`src/sls_pkg.sv`:
```
// Shared types and constants for the supersampled line stepper.
// No dependencies; every other file imports this package.
`default_nettype none

package sls_pkg;

	// Fixed limits of the block
	localparam int MAX_DIM   = 2048;
	localparam int MAX_SSAA  = 4;
	localparam int FRAC_BITS = 4;

	// Field and state widths
	localparam int IN_W      = 17;
	localparam int COORD_W   = 16;
	localparam int ERR_W     = 18;
	localparam int IDX_W     = 26;
	localparam int S_W       = 3;
	localparam int DIM_W     = 12;
	localparam int CFG_W     = 12;
	localparam int CFG_IDX_W = 2;
	localparam int COL_W     = 8;
	localparam int SQ_W      = $clog2(MAX_SSAA * MAX_SSAA + 1);

	typedef enum logic {
		OP_LOAD = 1'b0,
		OP_STEP = 1'b1
	} op_e;

	typedef enum logic [CFG_IDX_W-1:0] {
		REG_SSAA   = 2'd0,
		REG_WIDTH  = 2'd1,
		REG_HEIGHT = 2'd2
	} reg_idx_e;

	// Effective (clamped) configuration
	typedef struct packed {
		logic [S_W-1:0]   ssaa;
		logic [SQ_W-1:0]  ssaa_sq;
		logic [DIM_W-1:0] width;
		logic [DIM_W-1:0] height;
	} cfg_t;

	// Controller to datapath
	typedef struct packed {
		logic load;
		logic setup;
		logic divide;
		logic remfix;
		logic rowmul;
		logic emit;
	} dp_cmd_t;

	// Datapath to controller
	typedef struct packed {
		logic active;
		logic out_blocked;
	} dp_status_t;

	typedef struct packed {
		logic             write_enable;
		logic [IDX_W-1:0] sample_index;
		logic [COL_W-1:0] pixel_red;
		logic [COL_W-1:0] pixel_green;
		logic [COL_W-1:0] pixel_blue;
		logic             last;
	} result_t;

endpackage

`default_nettype wire

```
`src/sls_cfg.sv`:
```
// Configuration registers; values are clamped as they are written.
// Depends on sls_pkg.
`default_nettype none

module sls_cfg import sls_pkg::*; (
	input  logic                 clk,
	input  logic                 arst_n,
	input  logic                 wr_en,
	input  logic [CFG_IDX_W-1:0] wr_index,
	input  logic [CFG_W-1:0]     wr_data,
	output cfg_t                 cfg
);

	cfg_t cfg_q;

	logic [S_W-1:0]   ssaa_clamped;
	logic [DIM_W-1:0] dim_clamped;

	// Clamp factor to [1, MAX_SSAA] and frame size to MAX_DIM
	always_comb begin
		ssaa_clamped = wr_data[S_W-1:0];
		if (ssaa_clamped == '0) begin
			ssaa_clamped = S_W'(1);
		end else if (ssaa_clamped > S_W'(MAX_SSAA)) begin
			ssaa_clamped = S_W'(MAX_SSAA);
		end
		dim_clamped = wr_data[DIM_W-1:0];
		if (dim_clamped > DIM_W'(MAX_DIM)) begin
			dim_clamped = DIM_W'(MAX_DIM);
		end
	end

	always_ff @(posedge clk or negedge arst_n) begin
		if (!arst_n) begin
			cfg_q.ssaa    <= S_W'(1);
			cfg_q.ssaa_sq <= SQ_W'(1);
			cfg_q.width   <= DIM_W'(640);
			cfg_q.height  <= DIM_W'(480);
		end else if (wr_en) begin
			case (reg_idx_e'(wr_index))
				REG_SSAA: begin
					cfg_q.ssaa    <= ssaa_clamped;
					cfg_q.ssaa_sq <= SQ_W'(ssaa_clamped) * SQ_W'(ssaa_clamped);
				end
				REG_WIDTH: begin
					cfg_q.width <= dim_clamped;
				end
				REG_HEIGHT: begin
					cfg_q.height <= dim_clamped;
				end
				default: begin
				end
			endcase
		end
	end

	assign cfg = cfg_q;

endmodule

`default_nettype wire

```
`config.mk`:
```
export PLATFORM = sky130hd
export DESIGN_NAME = sls_cfg
export DESIGN_NICKNAME = d
export VERILOG_FILES = /design/src/sls_pkg.sv /design/src/sls_cfg.sv
export SDC_FILE = /design/constraint.sdc
export NUM_CORES = 1
export LEC_CHECK = 0
export BUFFER_PORTS_ARGS = -buffer_cell sky130_fd_sc_hd__buf_2
export CORE_ASPECT_RATIO = 1.5
export CORE_MARGIN = 5
export CORE_UTILIZATION = 35
export DETAILED_ROUTE_END_ITERATION = 7
export PLACE_DENSITY = 0.57
export SYNTH_ARGS = -nofsm -noshare
export SYNTH_HDL_FRONTEND = slang
export SYNTH_SLANG_ARGS = --single-unit
```
`constraint.sdc`:
```
create_clock -name clk -period 0.95 [get_ports clk]
set_input_delay 0.0475 -clock clk [delete_from_list [all_inputs] [get_ports clk]]
set_output_delay 0.0475 -clock clk [all_outputs]
set_load 0.01 [all_outputs]
```
==> metrics.txt <==
largest net degree at the start of global routing 31; Critical Path RT 900 ps; max reg flops 30; Worst Setup End Kind output port; r2r endpoint cfg[29]; top cells by area, synth dfrtp_1 (47%), dfstp_2 (15%), o21ai_0 (9.8%); routability cong. 0.772; fraction of layout cells with a size suffix above 1 44.9%; CP cell instances buf_6; initial core utilization 36.0%; Final #Nets 193; status finished with violations; CP top delay family flip-flops; clock slew seen by the registers of the worst setup and hold paths 60 ps; CTS tree built; post-placement worst setup slack -224 ps; detailed-route DRC error count 0; total negative setup slack -93.6 ps; worst-skew pair later-pin latency 270 ps; final setup vio count 4; die area 4820 um^2; CTS buffer count 5; Vias per Instance 4.48; clk root buf clkbuf_8; Yosys cell types 19; Hold Path Cell Cnt 3; post-synthesis sequential area ratio 61.7%; Hold Crit Start wr_data[7]; Rows 26; Worst Path Buf+Inv 1; synth warn 0; Worst Setup Start Kind flip-flop; initial antenna violation count 0; Final HPWL DP 2120 um; area delta synth->final 41.3%; Tightest Hold Check Type in2reg; maxcap violations 0; Setup Crit Path Kind reg2out; Top FF cell, synth dfrtp_1; hold-critical path endpoint cfg[19]; synthesized area 1230 um^2; core area 3420 um^2; total global-route track usage 13.1%; top post-synthesis cells by count nand2_1 (25), o21ai_0 (24), dfrtp_1 (23); IO Pins 49; global-route wire length before repair 4660 um; fmax 1010 MHz; Slew Limit Fails 0; clk sink count 30; r2r startpoint cfg[29]; Antenna Violating Nets Remaining 0; RSZ-0062 raised after global routing true; First-pass DRT Iterations 4; maximum fanout along the worst path 3; largest stage delay on the critical path 560 ps; Worst Reg-to-Reg Cells 2; Synth area leader dfrtp_1; Worst Skew 0 ps; min cycle time layout 992 ps; data arrival time of the critical path 940 ps; R2R setup slack 90 ps; Pwr Total 3.32 mW; Post-Synthesis Cells 114; Final Worst Setup Slack -42.4 ps; CTS Buffer Depth 2; Port Buffers 47; #FFs+latches synth 30; DR iter-0 viols 23; Leakage 0.884 nW; Ant. Diodes 0; vias 976; die height 82.6 um; Max rail drop VDD 1.04 mV; count leader, synth nand2_1; H-tree depth 2; Synth top area share 46.8%; endpoints failing hold 0; gr ovfl total 0; Final period util 104%; vias in the first global route 1,021; Mean Syn Cell Area 10.8 um^2; wire length per cell 12.4 um; Die X-Extent 58.4 um; CP max-delay cell dfstp_2; PD cells 1910 nW/um^2; FFs w/ async S/R, synth 100%; EDFF count, synth 0; Detailed Route WL 2700 um; failing checks setup timing
==> per-stage QoR <==
| step | cells | hold WS [ps] | cell area [um^2] | utilization (%) |
|---|---|---|---|---|
| floorplan | 115 | -248 | 1230 | - |
| global placement | 207 | 4.79 | 1570 | 46.0 |
| detailed placement | 207 | 8.71 | 1570 | 46.0 |
| CTS | 218 | 15.3 | 1740 | 50.9 |
| global route | 218 | 2.32 | 1740 | 50.9 |
| finish | 218 | 16.1 | 1740 | 50.9 |
==> report_power, final <==
| group | internal, mW | leakage, nW | switching (mW) | total (mW) |
|---|---|---|---|---|
| logic | 0.366 | 0.466 | 0.331 | 0.697 |
| registers | 1.49 | 0.369 | 0.101 | 1.59 |
| clock network | 0.583 | 0.0482 | 0.448 | 1.03 |
==> area by class of cell <==
cell class                      instances  area [um^2]
Fill cell                             335         1680
Sequential cell                        30          759
Multi-Input combinational cell         76          425
Timing Repair Buffer                   61          405
Clock buffer                            7         86.3
Tap cell                               42         52.6
Clock inverter                          1         5.00
Inverter                                1         3.75
==> worst reg2reg max path: cells and delay by family (launching register included) <==
family	cells	cell delay, ps
mux	1	130
flops	1	560
buf+inv	1	120
==> metal layers <==
layer	track usage, %	up-vias	part of all wire, %
met5	0	-	0
met4	4.87	0	1.6
met3	4.98	5	7.1
met2	21.8	30	51
met1	15.1	448	40
li1	-	493	-
==> what timing repair did <==
| action | 4_1_cts | 5_1_grt |
|---|---|---|
| buffers inserted | 2 | 0 |
| hold endpoints to repair | 30 | 0 |
| resized for setup | 8 | 0 |
| hold buffers | 1 | 0 |
| setup endpoints to repair | 8 | 8 |
==> cell families (layout without fill, tap and decap cells) <==
kind of cell	Yosys count	in the layout	synth area share (%)
simple gates	41	41	16.0
flops	30	30	61.7
compound gates	26	26	10.8
buf+inv	9	70	3.97
mux	5	5	5.49
fa+ha+maj	1	1	1.02
other cells	1	2	0.305
xor+xnor	1	1	0.712
==> cell usage in the layout (no fill, tap or decap), drive strengths merged <==
master	netlist	layout
mux2	5	5
dfrtp	23	23
ha	1	1
o21ai	24	24
nor2	1	1
clkbuf	5	7
xnor2	1	1
buf	3	60
nand2	25	25
clkinv	0	1
or3b	1	1
o31ai	1	1
inv	1	1
a21oi	1	1
conb	1	2
nand3b	2	2
dfstp	7	7
dlygate4sd3	0	1
nand2b	12	12
==> worst max path at each step <==
stage	startpoint	to	cells after the start
2_1_floorplan	wr_index[1]	cfg[27]	3
3_3_place_gp	wr_index[1]	cfg[27]	3
3_5_place_dp	wr_index[1]	cfg[27]	3
4_1_cts	cfg[29]	cfg[24]	1
5_1_grt	cfg[29]	cfg[29]	1
6_report	cfg[29]	cfg[29]	1
(Power assumes the default switching activity.)
