==> config.mk <==
export PLATFORM = sky130hd
export DESIGN_NAME = sls_ctrl
export DESIGN_NICKNAME = d
export VERILOG_FILES = /design/src/sls_pkg.sv /design/src/sls_ctrl.sv
export SDC_FILE = /design/constraint.sdc
export NUM_CORES = 1
export LEC_CHECK = 0
export ABC_AREA = 1
export BUFFER_PORTS_ARGS = -buffer_cell sky130_fd_sc_hd__buf_2
export CAP_MARGIN = 20
export CORE_AREA = 2 2 39 41
export DETAILED_ROUTE_END_ITERATION = 8
export DIE_AREA = 0 0 41 43
export PLACE_DENSITY = 0.43
export SYNTH_ARGS = -nofsm -noshare
export SYNTH_HDL_FRONTEND = slang
export SYNTH_SLANG_ARGS = --single-unit
==> constraint.sdc <==
create_clock -name clk -period 1.5 [get_ports clk]
set_input_delay 0.3 -clock clk [delete_from_list [all_inputs] [get_ports clk]]
set_output_delay 0.3 -clock clk [all_outputs]
set_load 0.01 [all_outputs]
==> src/sls_pkg.sv <==
// Shared types and constants for the supersampled line stepper.
// No dependencies; every other file imports this package.
`default_nettype none

package sls_pkg;

	// Fixed limits of the block
	localparam int MAX_DIM   = 2048;
	localparam int MAX_SSAA  = 4;
	localparam int FRAC_BITS = 4;

	// Field and state widths
	localparam int IN_W      = 17;
	localparam int COORD_W   = 16;
	localparam int ERR_W     = 18;
	localparam int IDX_W     = 26;
	localparam int S_W       = 3;
	localparam int DIM_W     = 12;
	localparam int CFG_W     = 12;
	localparam int CFG_IDX_W = 2;
	localparam int COL_W     = 8;
	localparam int SQ_W      = $clog2(MAX_SSAA * MAX_SSAA + 1);

	typedef enum logic {
		OP_LOAD = 1'b0,
		OP_STEP = 1'b1
	} op_e;

	typedef enum logic [CFG_IDX_W-1:0] {
		REG_SSAA   = 2'd0,
		REG_WIDTH  = 2'd1,
		REG_HEIGHT = 2'd2
	} reg_idx_e;

	// Effective (clamped) configuration
	typedef struct packed {
		logic [S_W-1:0]   ssaa;
		logic [SQ_W-1:0]  ssaa_sq;
		logic [DIM_W-1:0] width;
		logic [DIM_W-1:0] height;
	} cfg_t;

	// Controller to datapath
	typedef struct packed {
		logic load;
		logic setup;
		logic divide;
		logic remfix;
		logic rowmul;
		logic emit;
	} dp_cmd_t;

	// Datapath to controller
	typedef struct packed {
		logic active;
		logic out_blocked;
	} dp_status_t;

	typedef struct packed {
		logic             write_enable;
		logic [IDX_W-1:0] sample_index;
		logic [COL_W-1:0] pixel_red;
		logic [COL_W-1:0] pixel_green;
		logic [COL_W-1:0] pixel_blue;
		logic             last;
	} result_t;

endpackage

`default_nettype wire

==> src/sls_ctrl.sv <==
// Sequencer of the line stepper: accepts requests and steps the datapath.
// Depends on sls_pkg for command and status types.
`default_nettype none

module sls_ctrl import sls_pkg::*; (
	input  logic       clk,
	input  logic       arst_n,
	input  logic       in_valid,
	input  logic       in_op,
	output logic       in_ready,
	input  dp_status_t status,
	output dp_cmd_t    cmd
);

	typedef enum logic [2:0] {
		ST_IDLE,
		ST_SETUP,
		ST_DIV,
		ST_REMFIX,
		ST_ROWMUL,
		ST_EMIT
	} state_t;

	state_t state_q;
	logic   ready_q;
	logic   accept;

	assign accept   = in_valid && ready_q;
	assign in_ready = ready_q;

	// Commands follow the state; load fires on the accepting edge
	always_comb begin
		cmd.load   = accept && (in_op == OP_LOAD);
		cmd.setup  = (state_q == ST_SETUP);
		cmd.divide = (state_q == ST_DIV);
		cmd.remfix = (state_q == ST_REMFIX);
		cmd.rowmul = (state_q == ST_ROWMUL);
		cmd.emit   = (state_q == ST_EMIT) && !status.out_blocked;
	end

	always_ff @(posedge clk or negedge arst_n) begin
		if (!arst_n) begin
			state_q <= ST_IDLE;
			ready_q <= 1'b1;
		end else begin
			case (state_q)
				ST_IDLE: begin
					if (accept) begin
						if (in_op == OP_LOAD) begin
							state_q <= ST_SETUP;
							ready_q <= 1'b0;
						end else if (status.active) begin
							state_q <= ST_DIV;
							ready_q <= 1'b0;
						end
						// a step with no line loaded is simply dropped
					end
				end
				ST_SETUP: begin
					state_q <= ST_IDLE;
					ready_q <= 1'b1;
				end
				ST_DIV: begin
					state_q <= ST_REMFIX;
				end
				ST_REMFIX: begin
					state_q <= ST_ROWMUL;
				end
				ST_ROWMUL: begin
					state_q <= ST_EMIT;
				end
				ST_EMIT: begin
					// hold until the result register is free
					if (!status.out_blocked) begin
						state_q <= ST_IDLE;
						ready_q <= 1'b1;
					end
				end
				default: begin
					state_q <= ST_IDLE;
					ready_q <= 1'b1;
				end
			endcase
		end
	end

endmodule

`default_nettype wire

==> run summary <==
Run status - finished clean
Placer congestion estimate - 0.749
Initial Util - 21.8%
Final setup fails - 0
CP Capture Type - primary output
Slowest stage cell, crit path - dfrtp_2
Post-synthesis compound-gate area fraction - 6.64%
Tcrit/Tclk final - 95.2%
Final Power - 0.000784 W
Setup_tns - 0 ns
Vias in the first global route - 241
Sink Count - 4
Reg-to-Reg Start - state_q[0]$_DFFE_PN0P_
Crit-path most repeated cell - inv_2
Worst reg-to-reg setup slack - 0.41 ns
Largest net degree at the start of global routing - 7
Total GRT Usage - 7.47%
Worst path cell trace - inv_2, nand2_2, inv_1, nand2_1, inv_2, buf_2
Rel. slew slack - 85.7%
Core ar. - 1380 um^2
Register area share after synthesis - 33.6%
Crit path required time - 1.20 ns
First drt pass iteration count - 2
Critical path arrival - 1.13 ns
Post-Syn Area - 302 um^2
RSZ-0062 raised after global routing - false
Post-layout nets - 71
Power Dens Cells - 1870 nW/um^2
Yosys warns - 0
Net Count, Synth - 53
Synth top cells by count - nand2_1, inv_1, nor2_1
Final Skew - 0.00352 ns
Synth Area in XOR/XNOR - 0%
Die area - 1760 um^2
Delay-heaviest family, CP - flip-flops
Area added between synthesis and finish - 39.0%
# IOs - 13
Post-synth EDFFs - 0
Root Driver - clkbuf_4
Mean Syn Cell Area - 6.42 um^2
Leakage - 0.261 nW
Num CTS Buffers - 3
GR Overflow Total - 0
Ratio of cells with drive above 1 in the final layout - 40.6%
Tmin final - 1.43 ns
Critical Path Start - state_q[2]$_DFFE_PN0P_
Slew @ Worst Pin - 0.214 ns
CP Class - reg2out
Clk pin slew, worst setup/hold paths - 0.04 ns
Fmax - 0.701 GHz
CP Max Fanout - 6
Worst skew pair latency - 0.23 ns
Synth area leaders - dfrtp_1, nand2_1, inv_1
Post-synthesis adder-cell area fraction - 0%
Final wirelength - 630 um
Vias per cell - 3.94
VDD IR-drop max - 0.730 mV
Final Hold Vio Count - 0
Cells after synthesis - 47
Clock Tree Buf Depth - 2
Top-area cell type share of the netlist area - 24.9%
Number of distinct library cells after synthesis - 15
Initial antenna violation count - 0
Most used flip-flop cell after synthesis - dfrtp_1
Max cap viols - 0
Synth Register Bits - 4
Async S/R FF share, synth - 100%
DP Wirelength - 532 um
CTS tree - done
Bufs and invs on worst path - 4
Die span in y - 43 um
Simple-gate share of the synthesized area - 47.3%
Antenna diodes - 0
First-pass GRT wire length - 890 um
Cell taking the most area after synthesis - dfrtp_1
Initial drt markers - 4
Top-count cell post-synth - nand2_1
Startpoint types - register
DRC Markers - 0
Die width - 41 um
H-Tree Depth - 1
Wire length per cell - 7.88 um
HP Class - in2async
Mux share of post-synthesis cell area - 0%
ANT nets after route - 0
DR vias - 315
CP max stage delay - 0.43 ns
FF-to-FF path depth - 5
Max Transition Viols Final - 0
Worst reg2reg path endpoint - state_q[1]$_DFFE_PN0P_
Largest family of logic cells by synthesized area - simple AND/OR/NAND/NOR gates
# rows - 14
PortBufs - 12
-- cell families after synthesis --
family	Yosys count
AO/OA/AOI/OAI	3
buffers and inverters	10
flip-flops	4
AND/OR/NAND/NOR	30
-- registers in the layout, summed over array words and instances, names as in the netlist --
name / count
in_ready: 1
state_q: 3
-- report_power, final --
part | switching [W] | leakage [nW] | internal [W] | total, W
Sequential | 0.0000557 | 0.0489 | 0.000164 | 0.000220
Combinational | 0.000256 | 0.198 | 0.000165 | 0.000420
Clock | 0.0000441 | 0.0150 | 0.0000998 | 0.000144
Total | 0.000355 | 0.261 | 0.000429 | 0.000784
-- cell usage in the layout, fill, tap and decap left out, drive strengths merged --
master,instances
nand2,14
buf,12
nor2,11
inv,10
clkbuf,4
nand3,3
dfrtp,3
nor3,1
nand4,1
o21ai,1
o21a,1
o211ai,1
dlygate4sd3,1
dfstp,1
-- per-layer routing --
layer | global-route usage (%) | up-vias | share of wire (%)
met4 | 6.00 | 0 | 0
met2 | 10.3 | 4 | 51
li1 | - | 176 | -
met1 | 10.5 | 135 | 47
met5 | 0 | - | 0
met3 | 0 | 0 | 2.4
-- metrics by stage --
step	std cells	setup slack, ns	hold WS, ns	utilization (%)	cell area [um^2]
finish	80	0.0725	0.403	30.3	419
CTS	80	0.0364	0.393	30.2	418
global route	80	0.0124	0.407	30.3	419
floorplan	47	0.409	0.00441	-	302
detailed placement	75	0.297	0.108	27.6	382
global placement	75	0.296	0.107	27.6	382
-- worst max path at each step --
stage	endpoint	slack (ns)	cells after the start
after CTS	cmd[3]	0.04	6
after floorplan	cmd[5]	0.41	2
after global placement	cmd[3]	0.30	6
after global routing	cmd[3]	0.01	6
after detailed placement	cmd[3]	0.30	6
final	cmd[3]	0.07	6
-- timing repair --
action	4_1_cts	5_1_grt
resized for setup	0	2
endpoints found under the setup margin	0	1
hold buffers	1	0
buffers inserted	0	0
endpoints found under the hold margin	3	0
-- layout make-up --
type,instances,area (um^2)
timing repair buffer,13,70.1
inverter,10,37.5
clock buffer,4,26.3
multi-input combinational,33,163
tap,16,20.0
sequential,4,103
fill,164,965
Note: power is estimated with default switching activity, not from simulation.
