### src/sls_pkg.sv
// Shared types and constants for the supersampled line stepper.
// No dependencies; every other file imports this package.
`default_nettype none

package sls_pkg;

	// Fixed limits of the block
	localparam int MAX_DIM   = 2048;
	localparam int MAX_SSAA  = 4;
	localparam int FRAC_BITS = 4;

	// Field and state widths
	localparam int IN_W      = 17;
	localparam int COORD_W   = 16;
	localparam int ERR_W     = 18;
	localparam int IDX_W     = 26;
	localparam int S_W       = 3;
	localparam int DIM_W     = 12;
	localparam int CFG_W     = 12;
	localparam int CFG_IDX_W = 2;
	localparam int COL_W     = 8;
	localparam int SQ_W      = $clog2(MAX_SSAA * MAX_SSAA + 1);

	typedef enum logic {
		OP_LOAD = 1'b0,
		OP_STEP = 1'b1
	} op_e;

	typedef enum logic [CFG_IDX_W-1:0] {
		REG_SSAA   = 2'd0,
		REG_WIDTH  = 2'd1,
		REG_HEIGHT = 2'd2
	} reg_idx_e;

	// Effective (clamped) configuration
	typedef struct packed {
		logic [S_W-1:0]   ssaa;
		logic [SQ_W-1:0]  ssaa_sq;
		logic [DIM_W-1:0] width;
		logic [DIM_W-1:0] height;
	} cfg_t;

	// Controller to datapath
	typedef struct packed {
		logic load;
		logic setup;
		logic divide;
		logic remfix;
		logic rowmul;
		logic emit;
	} dp_cmd_t;

	// Datapath to controller
	typedef struct packed {
		logic active;
		logic out_blocked;
	} dp_status_t;

	typedef struct packed {
		logic             write_enable;
		logic [IDX_W-1:0] sample_index;
		logic [COL_W-1:0] pixel_red;
		logic [COL_W-1:0] pixel_green;
		logic [COL_W-1:0] pixel_blue;
		logic             last;
	} result_t;

endpackage

`default_nettype wire

### src/sls_dp.sv
// Line state, sample index path and result register of the line stepper.
// Depends on sls_pkg; driven by sls_ctrl commands and sls_cfg values.
`default_nettype none

module sls_dp import sls_pkg::*; (
	input  logic                   clk,
	input  logic                   arst_n,
	input  dp_cmd_t                cmd,
	input  cfg_t                   cfg,
	input  logic signed [IN_W-1:0] start_x,
	input  logic signed [IN_W-1:0] start_y,
	input  logic signed [IN_W-1:0] end_x,
	input  logic signed [IN_W-1:0] end_y,
	input  logic [3*COL_W-1:0]     colour,
	input  logic                   out_ready,
	output logic                   out_valid,
	output result_t                result,
	output dp_status_t             status
);

	localparam int P_W      = IN_W + S_W + 1;
	localparam int RECIP_SH = 17;
	localparam int RECIP_W  = RECIP_SH + 1;
	localparam int PROD_W   = COORD_W + RECIP_W;
	localparam int REM_W    = COORD_W + S_W;
	localparam int SUB_W    = 2 * S_W;
	localparam logic signed [P_W-1:0] Q_MAX = P_W'(2 ** (COORD_W - 1) - 1);
	localparam logic signed [P_W-1:0] Q_MIN = P_W'(-(2 ** (COORD_W - 1)));

	// Scale a fixed-point coordinate to samples, truncating toward zero, saturating
	function automatic logic signed [COORD_W-1:0] to_sample(
		input logic signed [IN_W-1:0] v,
		input logic [S_W-1:0]         s
	);
		logic signed [P_W-1:0] v_ext;
		logic signed [P_W-1:0] s_ext;
		logic signed [P_W-1:0] p;
		logic signed [P_W-1:0] bias;
		logic signed [P_W-1:0] q;
		v_ext = P_W'(v);
		s_ext = P_W'({1'b0, s});
		p     = v_ext * s_ext;
		bias  = p[P_W-1] ? P_W'((1 << FRAC_BITS) - 1) : '0;
		q     = (p + bias) >>> FRAC_BITS;
		if (q > Q_MAX) begin
			q = Q_MAX;
		end else if (q < Q_MIN) begin
			q = Q_MIN;
		end
		return COORD_W'(q);
	endfunction

	// floor(2^17 / s); the remainder step corrects the quotient by one
	function automatic logic [RECIP_W-1:0] recip(input logic [S_W-1:0] s);
		case (s)
			3'd2:    return RECIP_W'(65536);
			3'd3:    return RECIP_W'(43690);
			3'd4:    return RECIP_W'(32768);
			3'd5:    return RECIP_W'(26214);
			3'd6:    return RECIP_W'(21845);
			3'd7:    return RECIP_W'(18724);
			default: return RECIP_W'(131072);
		endcase
	endfunction

	// Quotient and remainder from the reciprocal product
	function automatic logic [COORD_W+S_W-1:0] div_fix(
		input logic [COORD_W-1:0] x,
		input logic [PROD_W-1:0]  prod,
		input logic [S_W-1:0]     s
	);
		logic [COORD_W-1:0] q0;
		logic [REM_W-1:0]   q0s;
		logic [REM_W-1:0]   r;
		logic [COORD_W-1:0] q;
		logic [S_W-1:0]     rem;
		q0  = prod[RECIP_SH +: COORD_W];
		q0s = REM_W'(q0) * REM_W'(s);
		r   = REM_W'(x) - q0s;
		if (r >= REM_W'(s)) begin
			q   = q0 + 1'b1;
			rem = S_W'(r - REM_W'(s));
		end else begin
			q   = q0;
			rem = S_W'(r);
		end
		return {q, rem};
	endfunction

	// Line state
	logic signed [COORD_W-1:0] cur_x_q, cur_y_q, goal_x_q, goal_y_q;
	logic [COORD_W-1:0]        dx_q, dy_q;
	logic                      dir_x_q, dir_y_q;
	logic signed [ERR_W-1:0]   err_q;
	logic [3*COL_W-1:0]        colour_q;
	logic                      active_q;

	// Index path stages
	logic [PROD_W-1:0]  prod_x_s1, prod_y_s1;
	logic [COORD_W-1:0] px_s2, py_s2;
	logic [S_W-1:0]     sx_s2, sy_s2;
	logic               inside_s2;
	logic [IDX_W-1:0]   lin_s3;
	logic [SUB_W-1:0]   sub_s3;
	logic               inside_s3;

	// Result register
	result_t res_q;
	logic    out_valid_q;

	// Setup terms
	logic signed [COORD_W:0] diff_x, diff_y;
	logic signed [COORD_W:0] abs_x, abs_y;
	logic [ERR_W-1:0]        err_init;

	always_comb begin
		diff_x   = (COORD_W+1)'(goal_x_q) - (COORD_W+1)'(cur_x_q);
		diff_y   = (COORD_W+1)'(goal_y_q) - (COORD_W+1)'(cur_y_q);
		abs_x    = diff_x[COORD_W] ? -diff_x : diff_x;
		abs_y    = diff_y[COORD_W] ? -diff_y : diff_y;
		err_init = ERR_W'(abs_x[COORD_W-1:0]) - ERR_W'(abs_y[COORD_W-1:0]);
	end

	// Remainder correction
	logic [COORD_W+S_W-1:0] div_x, div_y;
	logic                   inside_now;

	always_comb begin
		div_x      = div_fix(cur_x_q[COORD_W-1:0], prod_x_s1, cfg.ssaa);
		div_y      = div_fix(cur_y_q[COORD_W-1:0], prod_y_s1, cfg.ssaa);
		inside_now = !cur_x_q[COORD_W-1] && !cur_y_q[COORD_W-1] &&
			(div_x[S_W +: COORD_W] < COORD_W'(cfg.width)) &&
			(div_y[S_W +: COORD_W] < COORD_W'(cfg.height));
	end

	// Final index and Bresenham update
	logic [IDX_W-1:0]      idx_full;
	logic                  at_end;
	logic signed [ERR_W:0] e2, ext_dx, ext_dy, neg_dy, err_nx;
	logic                  step_x, step_y;

	always_comb begin
		idx_full = lin_s3 * IDX_W'(cfg.ssaa_sq) + IDX_W'(sub_s3);
		at_end   = (cur_x_q == goal_x_q) && (cur_y_q == goal_y_q);
		e2       = {err_q, 1'b0};
		ext_dx   = (ERR_W+1)'(dx_q);
		ext_dy   = (ERR_W+1)'(dy_q);
		neg_dy   = -ext_dy;
		step_x   = (e2 >= neg_dy);
		step_y   = (e2 <= ext_dx);
		err_nx   = (ERR_W+1)'(err_q) + (step_x ? neg_dy : '0) + (step_y ? ext_dx : '0);
	end

	// Line state registers
	always_ff @(posedge clk or negedge arst_n) begin
		if (!arst_n) begin
			cur_x_q  <= '0;
			cur_y_q  <= '0;
			goal_x_q <= '0;
			goal_y_q <= '0;
			dx_q     <= '0;
			dy_q     <= '0;
			dir_x_q  <= 1'b0;
			dir_y_q  <= 1'b0;
			err_q    <= '0;
			colour_q <= '0;
			active_q <= 1'b0;
		end else if (cmd.load) begin
			cur_x_q  <= to_sample(start_x, cfg.ssaa);
			cur_y_q  <= to_sample(start_y, cfg.ssaa);
			goal_x_q <= to_sample(end_x, cfg.ssaa);
			goal_y_q <= to_sample(end_y, cfg.ssaa);
			colour_q <= colour;
		end else if (cmd.setup) begin
			dx_q     <= abs_x[COORD_W-1:0];
			dy_q     <= abs_y[COORD_W-1:0];
			dir_x_q  <= !(cur_x_q < goal_x_q);
			dir_y_q  <= !(cur_y_q < goal_y_q);
			err_q    <= signed'(err_init);
			active_q <= 1'b1;
		end else if (cmd.emit) begin
			if (at_end) begin
				active_q <= 1'b0;
			end else begin
				err_q <= err_nx[ERR_W-1:0];
				if (step_x) begin
					cur_x_q <= dir_x_q ? cur_x_q - 1'b1 : cur_x_q + 1'b1;
				end
				if (step_y) begin
					cur_y_q <= dir_y_q ? cur_y_q - 1'b1 : cur_y_q + 1'b1;
				end
			end
		end
	end

	// Index path stages
	always_ff @(posedge clk) begin
		if (cmd.divide) begin
			prod_x_s1 <= PROD_W'(cur_x_q[COORD_W-1:0]) * PROD_W'(recip(cfg.ssaa));
			prod_y_s1 <= PROD_W'(cur_y_q[COORD_W-1:0]) * PROD_W'(recip(cfg.ssaa));
		end
		if (cmd.remfix) begin
			px_s2     <= div_x[S_W +: COORD_W];
			sx_s2     <= div_x[S_W-1:0];
			py_s2     <= div_y[S_W +: COORD_W];
			sy_s2     <= div_y[S_W-1:0];
			inside_s2 <= inside_now;
		end
		if (cmd.rowmul) begin
			lin_s3    <= IDX_W'(px_s2) + IDX_W'(py_s2) * IDX_W'(cfg.width);
			sub_s3    <= SUB_W'(sy_s2) * SUB_W'(cfg.ssaa) + SUB_W'(sx_s2);
			inside_s3 <= inside_s2;
		end
	end

	// Result payload
	always_ff @(posedge clk) begin
		if (cmd.emit) begin
			res_q.write_enable <= inside_s3;
			res_q.sample_index <= inside_s3 ? idx_full : '0;
			res_q.pixel_red    <= colour_q[COL_W-1:0];
			res_q.pixel_green  <= colour_q[2*COL_W-1:COL_W];
			res_q.pixel_blue   <= colour_q[3*COL_W-1:2*COL_W];
			res_q.last         <= at_end;
		end
	end

	always_ff @(posedge clk or negedge arst_n) begin
		if (!arst_n) begin
			out_valid_q <= 1'b0;
		end else if (cmd.emit) begin
			out_valid_q <= 1'b1;
		end else if (out_ready) begin
			out_valid_q <= 1'b0;
		end
	end

	assign out_valid          = out_valid_q;
	assign result             = res_q;
	assign status.active      = active_q;
	assign status.out_blocked = out_valid_q && !out_ready;

endmodule

`default_nettype wire

### config.mk
export PLATFORM = sky130hd
export DESIGN_NAME = sls_dp
export DESIGN_NICKNAME = d
export VERILOG_FILES = /design/src/sls_pkg.sv /design/src/sls_dp.sv
export SDC_FILE = /design/constraint.sdc
export NUM_CORES = 2
export LEC_CHECK = 0
export BUFFER_PORTS_ARGS = -buffer_cell sky130_fd_sc_hd__buf_2
export CAP_MARGIN = 10
export CORE_MARGIN = 3
export CORE_UTILIZATION = 55
export CTS_CLUSTER_DIAMETER = 50
export DETAILED_ROUTE_END_ITERATION = 6
export GPL_TIMING_DRIVEN = 0
export PLACE_DENSITY = 0.72
export SYNTH_ARGS = -nofsm -noshare
export SYNTH_HDL_FRONTEND = slang
export SYNTH_SLANG_ARGS = --single-unit
export TNS_END_PERCENT = 1
### constraint.sdc
create_clock -name clk -period 9.18 [get_ports clk]
set_input_delay 2.754 -clock clk [delete_from_list [all_inputs] [get_ports clk]]
set_output_delay 2.754 -clock clk [all_outputs]
set_load 0.05 [all_outputs]
==> flow_summary.ini <==
[floorplanning]
core-area_sq_um = 104000
fp.dieW_microns = 332
io_pins = 188
start_util = 0.559
rows = 118
fp.dieH_microns = 332
die_area_sq_um = 110000

[critical_path]
critPathCapture = prod_y_s1[32]
worstPathRequired_ps = 9530
critPathCaptureType = register
regToRegEndpoint = err_q[16]
r2r_start = cur_y_q[1]
crit_start = cfg[29]
slowest_delay_ps = 590
crit_top_cell = fa_1
cp_max_fo = 5
critPathLaunchType = primary input
slowest_stage = fa_1
rrSetupSlack_ps = 990
cp.arrival_ps = 9450
r2r_cells = 25
path_class = in -> reg

[synthesis]
synth_ff_type = edfxtp_1
syn_area_per_cell_sq_um = 8.77
ys_seq_elements = 298
synth_fp_nets = 8276
async_reset_ff_frac = 0.477
synth_area_sq_um = 58300
ys_types = 94
yosysSeqAreaShare = 0.141
yosysWarningCount = 0
synth_edf_count = 156
syn_inst = 6649

[grt]
grt_max_degree = 105
grt_antenna_before_repair = 4
grt_pass1_vias = 48902
grtUsageTotal = 0.329
grt_pass1_wl_mm = 281
grt.overflow.total = 0

[clock_network]
htreeDepth = 2
cts_sinks = 298
insertion_delay_ps = 620
cts_tree = built
cts_buffers = 48
path_clk_slew_ps = 60
cts_buffer_depth = 3
hold_buffers = 0
root_buffer = clkbuf_16

[placed_design]
io_buffers = 177
dpl_cell_area_sq_um = 61100
dp_hpwl_mm = 150
place_congestion = 0.985

[routing]
antenna_left = 0
drt_wl_total_mm = 182
vias = 48287
wire_per_inst_microns = 21.8
drt_pass1_iterations = 7
viasPerCell = 5.79
drc_errors = 28
first_iter_violations = 3763

[sta]
worst_pin_slew_ps = 1180
hold_violations = 0
fmax_mhz = 110
timing.final.max_slew_violations = 0
setup_violations = 0
fin_crit_ps = 9100
min_period_over_period = 0.991
clock_skew_ps = 29.9
slew_headroom = 0.211
rsz0062_at_grt = yes

[outcome]
status = finished, violations left
violations = design-rule violations

[final_layout]
final_area_sq_um = 64200
fillers = 9207
mostFrequentLayoutCells = inv_1 (1,219), fa_1 (802), nand2_1 (711), ha_1 (683), nor2_1 (398)
drive_gt1_frac = 0.0851
nets = 8544
multi_input_area_sq_um = 45200
register_area_sq_um = 8240
area_delta_synth_final_pct = 10.2
mostFrequentLayoutCell = inv_1

[flow_run]
cap_violations = 0

[hold_path]
holdCritPathClass = reg -> reg
hp-start = inside_s2
## per-layer routing
metal / GRT usage / vias to the layer above / share of wire
li1: - / 22149 / -
met1: 0.435 / 23810 / 0.41
met2: 0.529 / 1884 / 0.46
met3: 0.0572 / 444 / 0.078
met4: 0.150 / 0 / 0.054
met5: 0 / - / 0
## registers in the layout, indices dropped and copies added, names as in the netlist
name,count
prod_x_s1,16
dir_y_q,1
dx_q,16
py_s2,16
sx_s2,3
goal_x_q,16
dy_q,16
colour_q,24
inside_s3,1
sub_s3,6
dir_x_q,1
out_valid,1
cur_x_q,16
lin_s3,26
err_q,18
result,52
cur_y_q,16
prod_y_s1,16
inside_s2,1
goal_y_q,16
px_s2,16
sy_s2,3
active_q,1
## cells in the mapped netlist, drive strengths merged, types with 10 or more instances
master	count	area share
nand3	92	0.0079
clkbuf	193	0.012
mux2i	23	0.0040
o31ai	22	0.0028
or2	18	0.0019
o21ai	183	0.016
nand2b	40	0.0043
nor2	405	0.026
nand4	47	0.0050
fa	805	0.28
nor2b	48	0.0052
o2111ai	10	0.0015
xor2	120	0.018
a2111oi	13	0.0022
a21o	87	0.011
and3	65	0.0070
o21bai	21	0.0027
nor3b	11	0.0015
a21boi	11	0.0014
nor3	169	0.015
inv	1228	0.079
edfxtp	156	0.080
a21oi	230	0.020
mux2	38	0.0073
a211oi	32	0.0041
and2	345	0.037
nor4	63	0.0070
o32a	13	0.0022
nand3b	17	0.0022
a31o	10	0.0015
nand2	724	0.047
o31a	13	0.0020
o211ai	27	0.0035
or4	15	0.0020
xnor2	237	0.036
ha	689	0.15
a311oi	13	0.0020
o21a	42	0.0054
a41oi	10	0.0015
or3	28	0.0030
a31oi	35	0.0038
dfrtp	142	0.061
buf	23	0.0021
a211o	12	0.0018
## cell families (layout without fill, tap and decap cells)
kind of cell / after synthesis / after routing / synth area share
multiplexers: 61 / 61 / 0.0114
AND/OR/NAND/NOR: 2117 / 2117 / 0.176
flip-flops: 298 / 298 / 0.141
buffers and inverters: 1449 / 1757 / 0.0939
adder cells (fa/ha/maj): 1494 / 1494 / 0.424
XOR/XNOR: 357 / 357 / 0.0536
AO/OA/AOI/OAI: 873 / 873 / 0.0992
other: 0 / 5 / 0
## worst min path at each step
stage	cells past startpoint	slack, ps	to
4_1_cts	0	440	inside_s3
2_1_floorplan	0	400	inside_s3
3_5_place_dp	0	410	inside_s3
5_1_grt	0	450	inside_s3
6_report	0	430	inside_s3
3_3_place_gp	0	410	inside_s3
## worst max-delay path, delay by kind of cell
kind | cells | cell delay (ps)
AOI/OAI and AO/OA | 9 | 1910
xor gates and xnor gates | 1 | 90
adders and majority gates | 7 | 3330
buffers and inverters | 9 | 890
and+or+nand+nor | 4 | 420
## per-stage QoR
stage / TNS [ps] / cells / hold WS, ps / utilization / setup slack [ps]
finish: 0 / 8342 / 435 / 0.615 / 78.7
global route: -1100 / 8337 / 449 / 0.615 / -104
CTS: -14.4 / 8331 / 436 / 0.611 / -14.4
detailed placement: -179380 / 8211 / 411 / 0.585 / -3000
global placement: -179090 / 8206 / 412 / 0.584 / -3030
floorplan: -377 / 6649 / 400 / - / -56.9
## cell type report
| type | instances | share of cell area |
|---|---|---|
| inverter | 1233 | 0.0721 |
| multi-input combinational | 4902 | 0.704 |
| clock inverter | 39 | 0.00832 |
| sequential | 298 | 0.128 |
| clock buffer | 51 | 0.0190 |
| buffer | 212 | 0.0201 |
| antenna | 5 | 0.000195 |
| tap | 1380 | 0.0269 |
| timing repair buffer | 222 | 0.0208 |
## repair_timing
item | CTS | global route
setup endpoints to repair | 103 | 47
resized for setup | 201 | 122
cloned | 1 | 0
buffers inserted | 30 | 9
pin swaps | 29 | 41
Power is not shown: default switching activity piles up to over one toggle a cycle in this logic, so the estimate is an artifact.
